[src/design/sasq_pkg.sv]
// ----------------------------------------------------------------------------
// sasq_pkg: shared definitions for the shifting array queue
// Operation codes, status codes, default depth and the control word that
// the top level broadcasts to every cell of the chain.
// ----------------------------------------------------------------------------
package sasq_pkg;

  // Default number of slots.
  localparam int DEPTH_DEF = 64;

  // Field widths fixed by the interface.
  localparam int MODE_W = 2;
  localparam int DATA_W = 32;
  localparam int STAT_W = 2;
  localparam int POS_W  = 6;
  localparam int OCC_W  = 7;

  // Operation codes.
  localparam logic [MODE_W-1:0] MODE_ENQ  = 2'd0;
  localparam logic [MODE_W-1:0] MODE_DEQ  = 2'd1;
  localparam logic [MODE_W-1:0] MODE_SRCH = 2'd2;

  // Status codes.
  localparam logic [STAT_W-1:0] ST_OK   = 2'd0;
  localparam logic [STAT_W-1:0] ST_FULL = 2'd1;
  localparam logic [STAT_W-1:0] ST_MISS = 2'd2;

  // Control word broadcast to every cell.
  typedef struct packed {
    logic              enq;   // write the word into the first empty cell
    logic              deq;   // shift every cell one place toward the head
    logic              kill;  // drop the search token wherever it is
    logic [DATA_W-1:0] key;   // enqueue word or search key
  } cell_ctrl_t;

endpackage

[src/design/sasq_cell.sv]
// ----------------------------------------------------------------------------
// sasq_cell: one slot of the shifting queue
// Holds one word, takes its tail neighbor's word on a dequeue, fills itself
// when it is the first empty slot, and passes the search token toward the
// tail one place per cycle while comparing its word with the key.
// ----------------------------------------------------------------------------
module sasq_cell (
  input  logic                                clk,
  input  logic                                rst_n,
  input  sasq_pkg::cell_ctrl_t                ctrl,
  input  logic                                prev_used,
  input  logic                                prev_tok,
  input  logic [sasq_pkg::DATA_W-1:0]         next_slot,
  output logic [sasq_pkg::DATA_W-1:0]         slot,
  output logic                                used,
  output logic                                tok,
  output logic                                hit
);

  logic [sasq_pkg::DATA_W-1:0] slot_r, slot_nxt;
  logic                        tok_r, tok_nxt;

  assign used = (slot_r != '0);

  // The first empty slot is the one whose head neighbor is occupied.
  always_comb begin
    slot_nxt = slot_r;
    if (ctrl.deq) begin
      slot_nxt = next_slot;
    end else if (ctrl.enq && !used && prev_used) begin
      slot_nxt = ctrl.key;
    end
  end

  // The token moves one cell per cycle until the search ends.
  assign tok_nxt = prev_tok & ~ctrl.kill;

  always_ff @(posedge clk) begin
    if (!rst_n) begin
      slot_r <= '0;
      tok_r  <= 1'b0;
    end else begin
      slot_r <= slot_nxt;
      tok_r  <= tok_nxt;
    end
  end

  assign slot = slot_r;
  assign tok  = tok_r;
  assign hit  = tok_r && (slot_r == ctrl.key);

endmodule
[config.mk]
export PLATFORM = sky130hd
export DESIGN_NAME = sasq_cell
export DESIGN_NICKNAME = d
export VERILOG_FILES = /design/src/design/sasq_pkg.sv /design/src/design/sasq_cell.sv
export SDC_FILE = /design/constraint.sdc
export NUM_CORES = 1
export LEC_CHECK = 0
export ABC_AREA = 1
export BUFFER_PORTS_ARGS = -buffer_cell sky130_fd_sc_hd__buf_2
export CAP_MARGIN = 20
export CORE_MARGIN = 5
export CORE_UTILIZATION = 48
export DETAILED_ROUTE_END_ITERATION = 6
export PLACE_DENSITY = 0.87
export SYNTH_ARGS = -nofsm -noshare
export SYNTH_HDL_FRONTEND = slang
export SYNTH_SLANG_ARGS = --single-unit
[constraint.sdc]
create_clock -name clk -period 1.4 [get_ports clk]
set_input_delay 0.28 -clock clk [delete_from_list [all_inputs] [get_ports clk]]
set_output_delay 0.28 -clock clk [all_outputs]
set_load 0.005 [all_outputs]
======== Word level (Yosys, flattened, before mapping) ========
Cells that the tools add are included.
word-level totals
  word-level logic and storage cells ...... 13
  input bits .............................. 71
  output and inout port bits .............. 35
  flip-flop bits (word level) ............. 33
cells by class
  equality and inequality tests ........... 1
  muxes and demuxes ....................... 2
  reductions and logical operators ........ 6
  bitwise logic cells ..................... 2
operators by type and width
  operator              number
  two-way mux 32 bit    2
  equality test 32 bit  1
  nonzero test 32 bit   1
  logical AND 1 bit     3
  nonzero test 2 bit    1
  AND 1 bit             1
  logical NOT 1 bit     1
  inverter 1 bit        1

======== Depth between registers and ports, before layout ========
Gate-level depths: netlist of the first run.
  depth in word-level cells ............... 6
  depth in mapped cells ................... 10
  mapped depth without buffers ............ 9

======== Worst setup path after synthesis of the first run ========
No wires, ideal clock.
  kind .................................... reg2out
  start point ............................. register slot_r, in the netlist slot[24]
  end point ............................... output hit
  data arrival time ....................... 1.066 ns
  required time ........................... 1.120 ns
  path buffers ............................ 0
  cell stages (with the launch flop) ...... 5
  slack ................................... 0.054 ns
  cells stage by stage .................... dfxtp_1 or2_2 a221oi_1 nand3_1 nor2_1
on the way
  cells in the longest elaborated chain, start to end .. 2
ends and longest elaborated chain
  element                 line             source
  from (decl)             sasq_cell.sv:20  logic [sasq_pkg::DATA_W-1:0] slot_r, slot_nxt;
  from (signal assigned)  sasq_cell.sv:43  slot_r <= slot_nxt;
  equality test 32 bit    sasq_cell.sv:50  assign hit = tok_r && (slot_r == ctrl.key);
  logical AND 1 bit       sasq_cell.sv:50
  to (decl)               sasq_cell.sv:17  output logic hit
No other way between the ends.

======== Final worst setup path of the first run ========
  start point ............................. register slot_r, in the netlist slot[9]
  end point ............................... output used
on the way
  cells in the longest elaborated chain, start to end .. 1
ends and longest elaborated chain
  element              line             source
  nonzero test 32 bit  sasq_cell.sv:23  assign used = (slot_r != '0);
  to (decl)            sasq_cell.sv:15  output logic used,
No other way between the ends.

==> metrics.md, run 1 <==
| Metric | Value |
|---|---|
| RSZ-0062 raised after global routing | true |
| Fin. Hold Viols | 0 |
| Setup-failing EPs final | 34 |
| Critical path, cell by cell | nor2_1, nand2_1, nor2_1, nand2_1, nor2_2, buf_4, inv_1, buf_2 |
| Final period utilization | 1.269 |
| Critical Path Start Type | flop |
| Post-Syn Area per Cell | 6.637 um^2 |
| H-tree levels | 2 |
| Routed WL | 8426 um |
| CP required | roughly 1100 ps |
| Total GRT Usage | 0.2623 |
| Min-Delay Path Depth | 2 |
| Worst-Margin Slew | 343.8 ps |
| CTS tree | built |
| DR vias/cell | 5.450 |
| Metal2 WL | roughly 4100 um |
| Vias in the first global route | 2907 |
| Peak VDD IR | roughly 430 uV |
| Post-Syn Area | 2356 um^2 |
| Clk Latency, worst-skew pair | roughly 300 ps |
| Clk_skew | 10.66 ps |
| Worst Setup End Kind | output port |
| Number of max-slew violations in the final report | 0 |
| Static leakage | 1.729 nW |
| Dpl hpwl | approximately 6200 um |
| Pre-CTS setup slack | -194.2 ps |
| Storage cell area | 690.7 um^2 |
| Post-synthesis mux area share | 0 |
| Multi-input gate area | roughly 1500 um^2 |
| Std cell rows | 25 |
| Hold WS | 151.2 ps |
| Worst-path maximum fanout | 2 |
| N_diodes | 0 |
| Status | finished, violations left |
| Dpl cells | 555 |
| EDFF count, synth | 0 |
| Simple-gate portion of the synthesized area | 0.3755 |
| Core outline area | ~4800 um^2 |
| Synth Area in Adders | 0 |
| Hold Crit Class | input port to flop |
| Post-synthesis xor/xnor area fraction | 0.03717 |
| Routed len/inst | 14.94 um |
| Number of synthesis warnings | 0 |
| Yosys reg bits | 33 |
| Fin nets | 568 |
| First-pass GRT wire length | between 10000 and 15000 um |
| Met1 wire length | 3145 um |
| Reg clk slew, reported paths | 80 ps |
| Max_cap viols | 0 |
| Pre-antenna DRT Iters | 5 |
| Max Root-Sink Buffers | 2 |
| Congestion Overflow GR | 0 |
| R2r endpoint | slot[19]$_SDFFE_PN0P_ |
| Largest net degree at the start of global routing | 33 |
| Wire length on met3 | about 800 um |
| Initial antenna violation count | 0 |
| CTS root buf | clkbuf_8 |
| I/O Buffers | 105 |
| Hold path startpoint | ctrl[32] |
| DR DRC count | 0 |
| Critical Path AT | roughly 1500 ps |
| Failing checks | setup timing |
| Gate Count Post-Synth | approximately 360 |
| CTS buffer count | 5 |
| Design Area, Final | 3455 um^2 |
| Rel. slew slack | 0.7684 |
| FF-to-FF path depth | 11 |
| Starting Density | 0.4955 |
| Fin Setup TNS | -7900 ps |
| Slowest-stage cell, CP | dfxtp_2 |
| Die H | between 80 and 90 um |
| CTS Hold Bufs | 0 |
| Largest family of logic cells by synthesized area | simple AND/OR/NAND/NOR gates |
| Post-route total power | 2.754 mW |
| Setup ws final | -376.9 ps |
| Clk sink count | 33 |
| Final cell count without fillers | 564 |
| DR vias | 3074 |
| Yosys cell types | 27 |
| Crit Path Class | flop to output port |
| Register-to-register setup slack | -270 ps |
| Synth Net Count | between 400 and 500 |
| Gp weighted congestion | 0.8975 |
| Util after Layout | 0.7266 |
| Slowest stage delay, CP | 330 ps |
| PwrDens | 797.3 nW/um^2 |
| Max layer used | met4 |
| Die ar. | 6410 um^2 |
| Peak Freq | 0.5628 GHz |
| Iter 0 DRT Violations | 237 |
| Synth Area in Compound Gates | 0.2087 |
| Post-route ant nets | 0 |
| Hold Path End | tok$_SDFF_PN0_ |
| Worst reg2reg path startpoint | slot[9]$_SDFFE_PN0P_ |
| I/O pin count | roughly 110 |
| Fillers | around 370 |
| Sequential-to-total area share from yosys stat | 0.2804 |
| Top FF cell, synth | dfxtp_1 |
| Placed Area | approximately 3200 um^2 |
| Die width | 80.06 um |
| Post-synth ARST share | 0 |
| Area Overhead vs Synth | 46.63% |
| Share of layout cells above drive strength 1 | 0.5211 |
| Tmin final | approximately 1800 ps |
-- how the worst max path moves through the flow --
stage / start / end / cells after the start
after floorplan: slot[24]$_SDFFE_PN0P_ / hit / 4
after global placement: ctrl[24] / hit / 6
after detailed placement: ctrl[24] / hit / 6
after CTS: slot[17]$_SDFFE_PN0P_ / hit / 8
after global routing: slot[8]$_SDFFE_PN0P_ / hit / 8
final: slot[9]$_SDFFE_PN0P_ / used / 8
-- state kept, by name, summed over array words and instances, names as in the netlist --
register and flops:
slot 32, tok 1
-- cell usage after synthesis, types with 2 or more instances --
master | instances | share of area
a21oi_1 | 2 | 0.0042
a21oi_2 | 30 | 0.11
a22o_1 | 2 | 0.0074
buf_1 | 5 | 0.0080
buf_12 | 3 | 0.025
buf_2 | 5 | 0.011
clkbuf_1 | 6 | 0.0096
dfxtp_1 | 33 | 0.28
inv_1 | 27 | 0.043
nand2_1 | 90 | 0.14
nand2_2 | 30 | 0.080
nand3_1 | 34 | 0.072
nand4_1 | 3 | 0.0080
nor2_1 | 31 | 0.049
nor3_1 | 2 | 0.0042
o21ai_0 | 30 | 0.064
o22ai_1 | 4 | 0.011
xnor2_1 | 6 | 0.022
xor2_1 | 4 | 0.015
-- cells by family after synthesis --
family,Yosys count
simple gates,194
compound gates,71
buf+inv,47
flops,33
xor+xnor,10
-- routing by layer --
metal / track usage / vias to the layer above
met1: 0.3072 / 1396
met2: 0.4545 / 194
met5: 0 / -
met3: 0.05157 / 47
met4: 0.1267 / 0
li1: - / 1437
-- repair_timing --
item,in CTS,in global routing
buffers inserted,2,0
endpoints found under the setup margin,34,34
resized for setup,25,19
pin swaps,13,11
-- report_power, final --
part	total, mW	switching, mW	internal (mW)
logic	0.798	0.423	0.375
registers	1.06	0.0625	1.00
clock network	0.894	0.376	0.517
total	2.75	0.862	1.89
-- cell usage in the layout (no fill, tap or decap), types with 7 or more instances in the layout --
cell / Yosys / final
a21oi_2: 30 / 30
buf_2: 5 / 105
buf_4: 0 / 42
dfxtp_1: 33 / 13
dfxtp_2: 0 / 18
inv_1: 27 / 27
nand2_1: 90 / 89
nand2_2: 30 / 30
nand3_1: 34 / 34
nor2_1: 31 / 25
nor2_2: 1 / 7
o21ai_0: 30 / 27
-- cell type report --
cell class | instances | share of cell area
sequential | 33 | 0.1999
tap | 67 | 0.02427
inverter | 28 | 0.03042
multi-input combinational | 275 | 0.4415
clock buffer | 5 | 0.01992
clock inverter | 2 | 0.01014
timing repair buffer | 154 | 0.2738
-- worst max-delay path, delay by kind of cell, from the launching register on --
kind	cells	cell delay, ps
flip-flops	1	330
AND/OR/NAND/NOR	5	600
buffers and inverters	3	270
No activity file was read; power rests on OpenSTA's default activity.
==> run 2: changes to the inputs <==
- CORE_ASPECT_RATIO: unset -> 1.4
- REMOVE_ABC_BUFFERS: unset -> 1
- SETUP_SLACK_MARGIN: unset -> 0.2
==> metrics.md, run 2 (synthesized netlist as in run 1, its figures left out) <==
| Metric | Value |
|---|---|
| Status | finished, violations left |
| Failing checks | setup timing |
| Post-route ant nets | 0 (unchanged) |
| Critical Path Start Type | flop |
| CTS buffer count | 5 (unchanged) |
| Fin. Hold Viols | 0 (unchanged) |
| Core outline area | 4805 um^2 (+1.1%) |
| Rel. slew slack | 0.7172 (-0.05121) |
| PwrDens | 706.9 nW/um^2 (-11%) |
| Crit Path Class | flop to output port |
| Dpl hpwl | 5601 um (-9.5%) |
| Vias in the first global route | 3130 (+7.7%) |
| Static leakage | 1.785 nW (+3.3%) |
| Pre-CTS setup slack | -150.4 ps (+43.79 ps) |
| Max Root-Sink Buffers | 2 (unchanged) |
| Die ar. | 6429 um^2 (+0.31%) |
| Max reg flops | 32 (unchanged) |
| First-pass GRT wire length | 14640 um (+10%) |
| Most frequent cells in the layout | buf_2, nand2_1, nand2_2 |
| Peak VDD IR | 597.9 uV (+40%) |
| Gp weighted congestion | 0.8888 (-0.97%) |
| Met2 GRT Util | 0.5231 (+0.06862) |
| Congestion Overflow GR | 0 (unchanged) |
| Global routing met1 resource utilization | 0.2965 (-0.01067) |
| CTS tree | built |
| DR vias | 3180 (+3.4%) |
| N_diodes | 0 (unchanged) |
| Critical Path AT | 1640 ps (+140 ps) |
| Largest net degree at the start of global routing | 33 (unchanged) |
| Std cell rows | 30 (+20%) |
| Setup-failing EPs final | 34 (unchanged) |
| Util after Layout | 0.7839 (+0.05728) |
| Met3 usage | 0.05212 (+0.0005478) |
| Final period utilization | 1.369 (+0.09946) |
| Routed WL | 9934 um (+18%) |
| Die H | 92.90 um (+16%) |
| Share of layout cells above drive strength 1 | 0.6053 (+0.08414) |
| I/O pin count | 106 (unchanged) |
| Reg clk slew, reported paths | 80 ps (about the same) |
| Die width | 69.21 um (-14%) |
| Number of max-slew violations in the final report | 0 (unchanged) |
| RSZ-0062 raised after global routing | true |
| Max_cap viols | 0 (unchanged) |
| Worst-path maximum fanout | 4 (+2) |
| Initial antenna violation count | 0 (unchanged) |
| Post-route total power | 2.662 mW (-3.3%) |
| Routed len/inst | 17.80 um (+19%) |
| Worst Setup End Kind | output port |
| Total GRT Usage | 0.2824 (+0.02008) |
| Hold Crit Class | input port to flop |
| Slowest-stage cell, CP | dfxtp_2 |
| Setup ws final | -516.2 ps (-139.3 ps) |
| Starting Density | 0.4904 (-0.005162) |
| GR peak layer | met2 |
| CTS Hold Bufs | 0 (unchanged) |
| Area Overhead vs Synth | 59.85% |
| Clk sink count | 33 (unchanged) |
| Worst-Margin Slew | 423.6 ps (+79.83 ps) |
| CP dominant cell by count | nor2_1 |
| CTS root buf | clkbuf_8 |
| Tmin final | 1916 ps (+139.3 ps) |
| H-tree levels | 2 (unchanged) |
| DR vias/cell | 5.699 (+4.6%) |
| Slowest stage delay, CP | 360 ps (+30 ps) |
| DR DRC count | 0 (unchanged) |
| Iter 0 DRT Violations | 414 (+75%) |
| Clk Latency, worst-skew pair | 290 ps (about the same) |
| Critical path, cell by cell | nand2_1, o21ai_0, nor2_1, nand4_1, nor2_2, nand3_2, nor2_1, buf_2 |
| I/O Buffers | 105 (unchanged) |
| Pre-antenna DRT Iters | 5 (unchanged) |
| Fin nets | 564 (-0.70%) |
| Commonest non-fill, non-tap cell in the layout | buf_2 |
| Peak Freq | 0.5219 GHz (-7.3%) |
| Clk_skew | 7.275 ps (-3.383 ps) |
| CP required | 1120 ps (about the same) |
## run 2: cell types whose count changed in the layout (fill, tap and decap cells not counted), moves of 6 or more
cell | previous run | this run
dfxtp_1 | 13 | 2
nand3_2 | 0 | 15
nand2_1 | 89 | 83
buf_6 | 4 | 10
buf_4 | 42 | 22
nor2_2 | 7 | 14
nor2_1 | 25 | 15
nand3_1 | 34 | 17
dfxtp_4 | 2 | 8
## run 2: where the power goes
part           leakage (nW)  switching (mW)  total, mW  internal (mW)
combinational          1.45           0.476      0.858          0.382
clock                0.0450           0.382      0.727          0.345
sequential            0.286          0.0795       1.08          0.998
total                  1.79           0.937       2.66           1.72
## run 2: timing repair
item | CTS | global route
gates resized for setup | 59 | 59
pin swaps | 18 | 15
setup endpoints to repair | 37 | 48
gates cloned | 6 | 0
buffers inserted | 5 | 2
## run 2: layer usage
layer	wire length, um	vias up
met4	687	0
met2	4956	229
met1	3447	1446
met5	0	-
met3	842	75
li1	-	1430
## run 2: critical path: cells and delay by family (launching register included)
kind	cells	cell delay (ps)
AOI/OAI and AO/OA	1	90
buffers and inverters	1	120
DFF	1	360
and+or+nand+nor	6	760
## run 2: through the flow
stage | instance area (um^2) | setup TNS [ps] | hold slack, ps | cells
after detailed placement | 3100 | -2624 | 440.1 | 537
after CTS | 3595 | -6089 | 129.7 | 556
after global placement | 3100 | -1536 | 435.7 | 537
final | 3766 | -10880 | 128.4 | 558
after floorplan | 2230 | -3270 | 351.5 | 336
after global routing | 3766 | -12970 | 124.9 | 558
## run 2: layout make-up
type / count / area [um^2]
Multi-Input combinational cell: 278 / 1738
Timing Repair Buffer: 147 / 1041
Fill cell: 316 / 1039
Sequential cell: 33 / 719.4
Inverter: 28 / 105.1
Tap cell: 64 / 80.08
Clock buffer: 6 / 72.57
Clock inverter: 2 / 10.01
## run 2: path summary, 6_finish.rpt
check	start	endpoint	slack, ps	depth (start not counted)
worst max-delay path	slot[3]$_SDFFE_PN0P_	hit	-520	8
worst min-delay path	ctrl[32]	tok$_SDFF_PN0_	130	2
worst max register to register	slot[21]$_SDFFE_PN0P_	slot[19]$_SDFFE_PN0P_	-360	11
worst min register to register	slot[21]$_SDFFE_PN0P_	slot[21]$_SDFFE_PN0P_	520	2
==> run 3: changes to the inputs <==
- SETUP_SLACK_MARGIN: 0.2 -> 0.3
- SKIP_CTS_REPAIR_TIMING: unset -> 1
==> metrics.md, run 3 (synthesized netlist as in run 1, its figures left out) <==
| Metric | Value |
|---|---|
| Status | finished, violations left |
| Failing checks | setup timing |
| RSZ-0062 raised after global routing | true |
| Max_cap viols | 0 (unchanged) |
| Max layer used | met4 |
| Core outline area | 4805 um^2 (unchanged) |
| First-pass GRT wire length | 12330 um (-16%) |
| Pre-antenna DRT Iters | 5 (unchanged) |
| Final period utilization | 1.302 (-0.06671) |
| Int Pwr | 1.738 mW (+0.74%) |
| Peak Freq | 0.5486 GHz (+5.1%) |
| Rel. slew slack | 0.7780 (+0.06078) |
| Critical path, cell by cell | buf_6, o21ai_2, nor2_1, nand4_1, nor2_1, nand3_1, nor2_1, buf_2 |
| Setup-failing EPs final | 34 (unchanged) |
| Critical Path Start Type | flop |
| Worst Setup SP | slot[26]$_SDFFE_PN0P_ |
| Hold WS | 125.3 ps (-3.079 ps) |
| Static leakage | 1.699 nW (-4.9%) |
| Initial antenna violation count | 0 (unchanged) |
| Most frequent cells in the layout | nand2_1, buf_2, buf_6 |
| Post-route total power | 2.588 mW (-2.8%) |
| Fin. Hold Viols | 0 (unchanged) |
| Peak VDD IR | 564.9 uV (-5.5%) |
| N_diodes | 0 (unchanged) |
| Worst Setup End Kind | output port |
| Iter 0 DRT Violations | 188 (-55%) |
| Top Family by Delay on Critical Path | simple AND/OR/NAND/NOR gates |
| Total GRT Usage | 0.2316 (-0.05081) |
| Clk sink count | 33 (unchanged) |
| Worst-path maximum fanout | 4 (unchanged) |
| Clk Latency, worst-skew pair | 300 ps (about the same) |
| Vias in the first global route | 2796 (-11%) |
| Share of layout cells above drive strength 1 | 0.5143 (-0.09092) |
| Metal2 WL | 4348 um (-12%) |
| Dpl hpwl | 5601 um (unchanged) |
| Max Root-Sink Buffers | 2 (unchanged) |
| Fin nets | 558 (-1.1%) |
| Hold path startpoint | ctrl[32] |
| Die ar. | 6429 um^2 (unchanged) |
| I/O Buffers | 105 (unchanged) |
| DR vias | 2952 (-7.2%) |
| Max reg flops | 32 (unchanged) |
| Wire length on met3 | 665 um (-21%) |
| Setup ws final | -422.8 ps (+93.39 ps) |
| Slowest stage delay, CP | 360 ps (about the same) |
| Register-to-register setup slack | -240 ps (+120 ps) |
| Starting Density | 0.4904 (unchanged) |
| DR vias/cell | 5.348 (-6.2%) |
| Worst reg2reg path startpoint | slot[3]$_SDFFE_PN0P_ |
| Post-route ant nets | 0 (unchanged) |
| Critical Path AT | 1540 ps (-100 ps) |
| Crit Path Class | flop to output port |
| CP required | 1120 ps (about the same) |
| Area Overhead vs Synth | 49.92% |
| Sequential share of power | 0.411 (+0.006) |
| Routed WL | 8361 um (-16%) |
| CP dominant cell by count | nor2_1 |
| Met1 wire length | 2990 um (-13%) |
| Buf/Inv on CP | 2 (+1) |
| DR DRC count | 0 (unchanged) |
| Congestion Overflow GR | 0 (unchanged) |
| Clock share of power | 0.277 (+0.004) |
| CTS buffer count | 5 (unchanged) |
| Tmin final | 1823 ps (-93.39 ps) |
| Clk_skew | 9.671 ps (+2.397 ps) |
| Std cell rows | 30 (unchanged) |
| Gate power share | 0.312 (-0.010) |
| Sw Share | 0.3286 (-0.02353) |
| Worst-Margin Slew | 332.6 ps (-91.03 ps) |
| Number of max-slew violations in the final report | 0 (unchanged) |
| Die width | 69.21 um (unchanged) |
| Slowest-stage cell, CP | dfxtp_4 |
| Hold Crit Class | input port to flop |
| Largest net degree at the start of global routing | 33 (unchanged) |
| I/O pin count | 106 (unchanged) |
| H-tree levels | 2 (unchanged) |
| CTS tree | built |
| Routed len/inst | 15.15 um (-15%) |
| CTS root buf | clkbuf_8 |
| Fin Setup TNS | -7433 ps (+3449 ps) |
| Fillers | 379 (+20%) |
| Gp weighted congestion | 0.8888 (unchanged) |
| P_sw | 0.8503 mW (-9.3%) |
| PwrDens | 732.7 nW/um^2 (+3.7%) |
| Commonest non-fill, non-tap cell in the layout | nand2_1 |
| Die H | 92.90 um (unchanged) |
| Reg clk slew, reported paths | 80 ps (about the same) |
-- run 3: cell types whose count changed in the layout (fill, tap and decap cells not counted), sizes merged --
cell,delta
buf,-5
nand2,-1
-- run 3: area by class of cell --
cell class	count	area, um^2	share of cell area
multi-input combinational	277	1518	0.4297
timing repair buffer	142	1021	0.2891
sequential	33	725.7	0.2055
inverter	28	105.1	0.02976
tap	64	80.08	0.02267
clock buffer	6	72.57	0.02055
clock inverter	2	10.01	0.002834
-- run 3: through the flow --
stage,util,cells,setup slack (ps),cell area [um^2]
after floorplan,-,336,-113.8,2230
after global placement,0.6453,537,-132.5,3100
after detailed placement,0.6453,537,-150.4,3100
after CTS,0.6625,545,-471.4,3183
after global routing,0.7352,552,-478.8,3532
final,0.7352,552,-422.8,3532
-- run 3: final timing paths --
path	end	depth (start not counted)
setup reg to reg	slot[19]$_SDFFE_PN0P_	10
hold reg to reg	slot[22]$_SDFFE_PN0P_	2
setup / recovery	hit	8
hold / removal	tok$_SDFF_PN0_	2
-- run 3: power by group through the flow --
stage	Clock, mW	Combinational, mW	Sequential, mW
finish	0.716	0.808	1.06
global route	0.769	0.882	1.07
CTS	0.720	0.700	1.05
detailed placement	0	0.695	1.07
global placement	0	0.681	1.07
floorplan	0	0.352	1.08
-- run 3: metal layers --
layer | vias to the layer above | global-route usage
li1 | 1413 | -
met4 | 0 | 0.09283
met1 | 1337 | 0.2565
met2 | 168 | 0.4275
met5 | - | 0
met3 | 34 | 0.04560
-- run 3: worst register-to-register path, stage by stage, from the launching register on --
cell	delay, ps
dfxtp_2	340
buf_4	130
nor2_1	100
nand2_1	70
nor2_1	100
nand2_1	120
nor2_4	140
nand2_4	140
nand2_4	210
nand2_2	90
a21oi_2	130
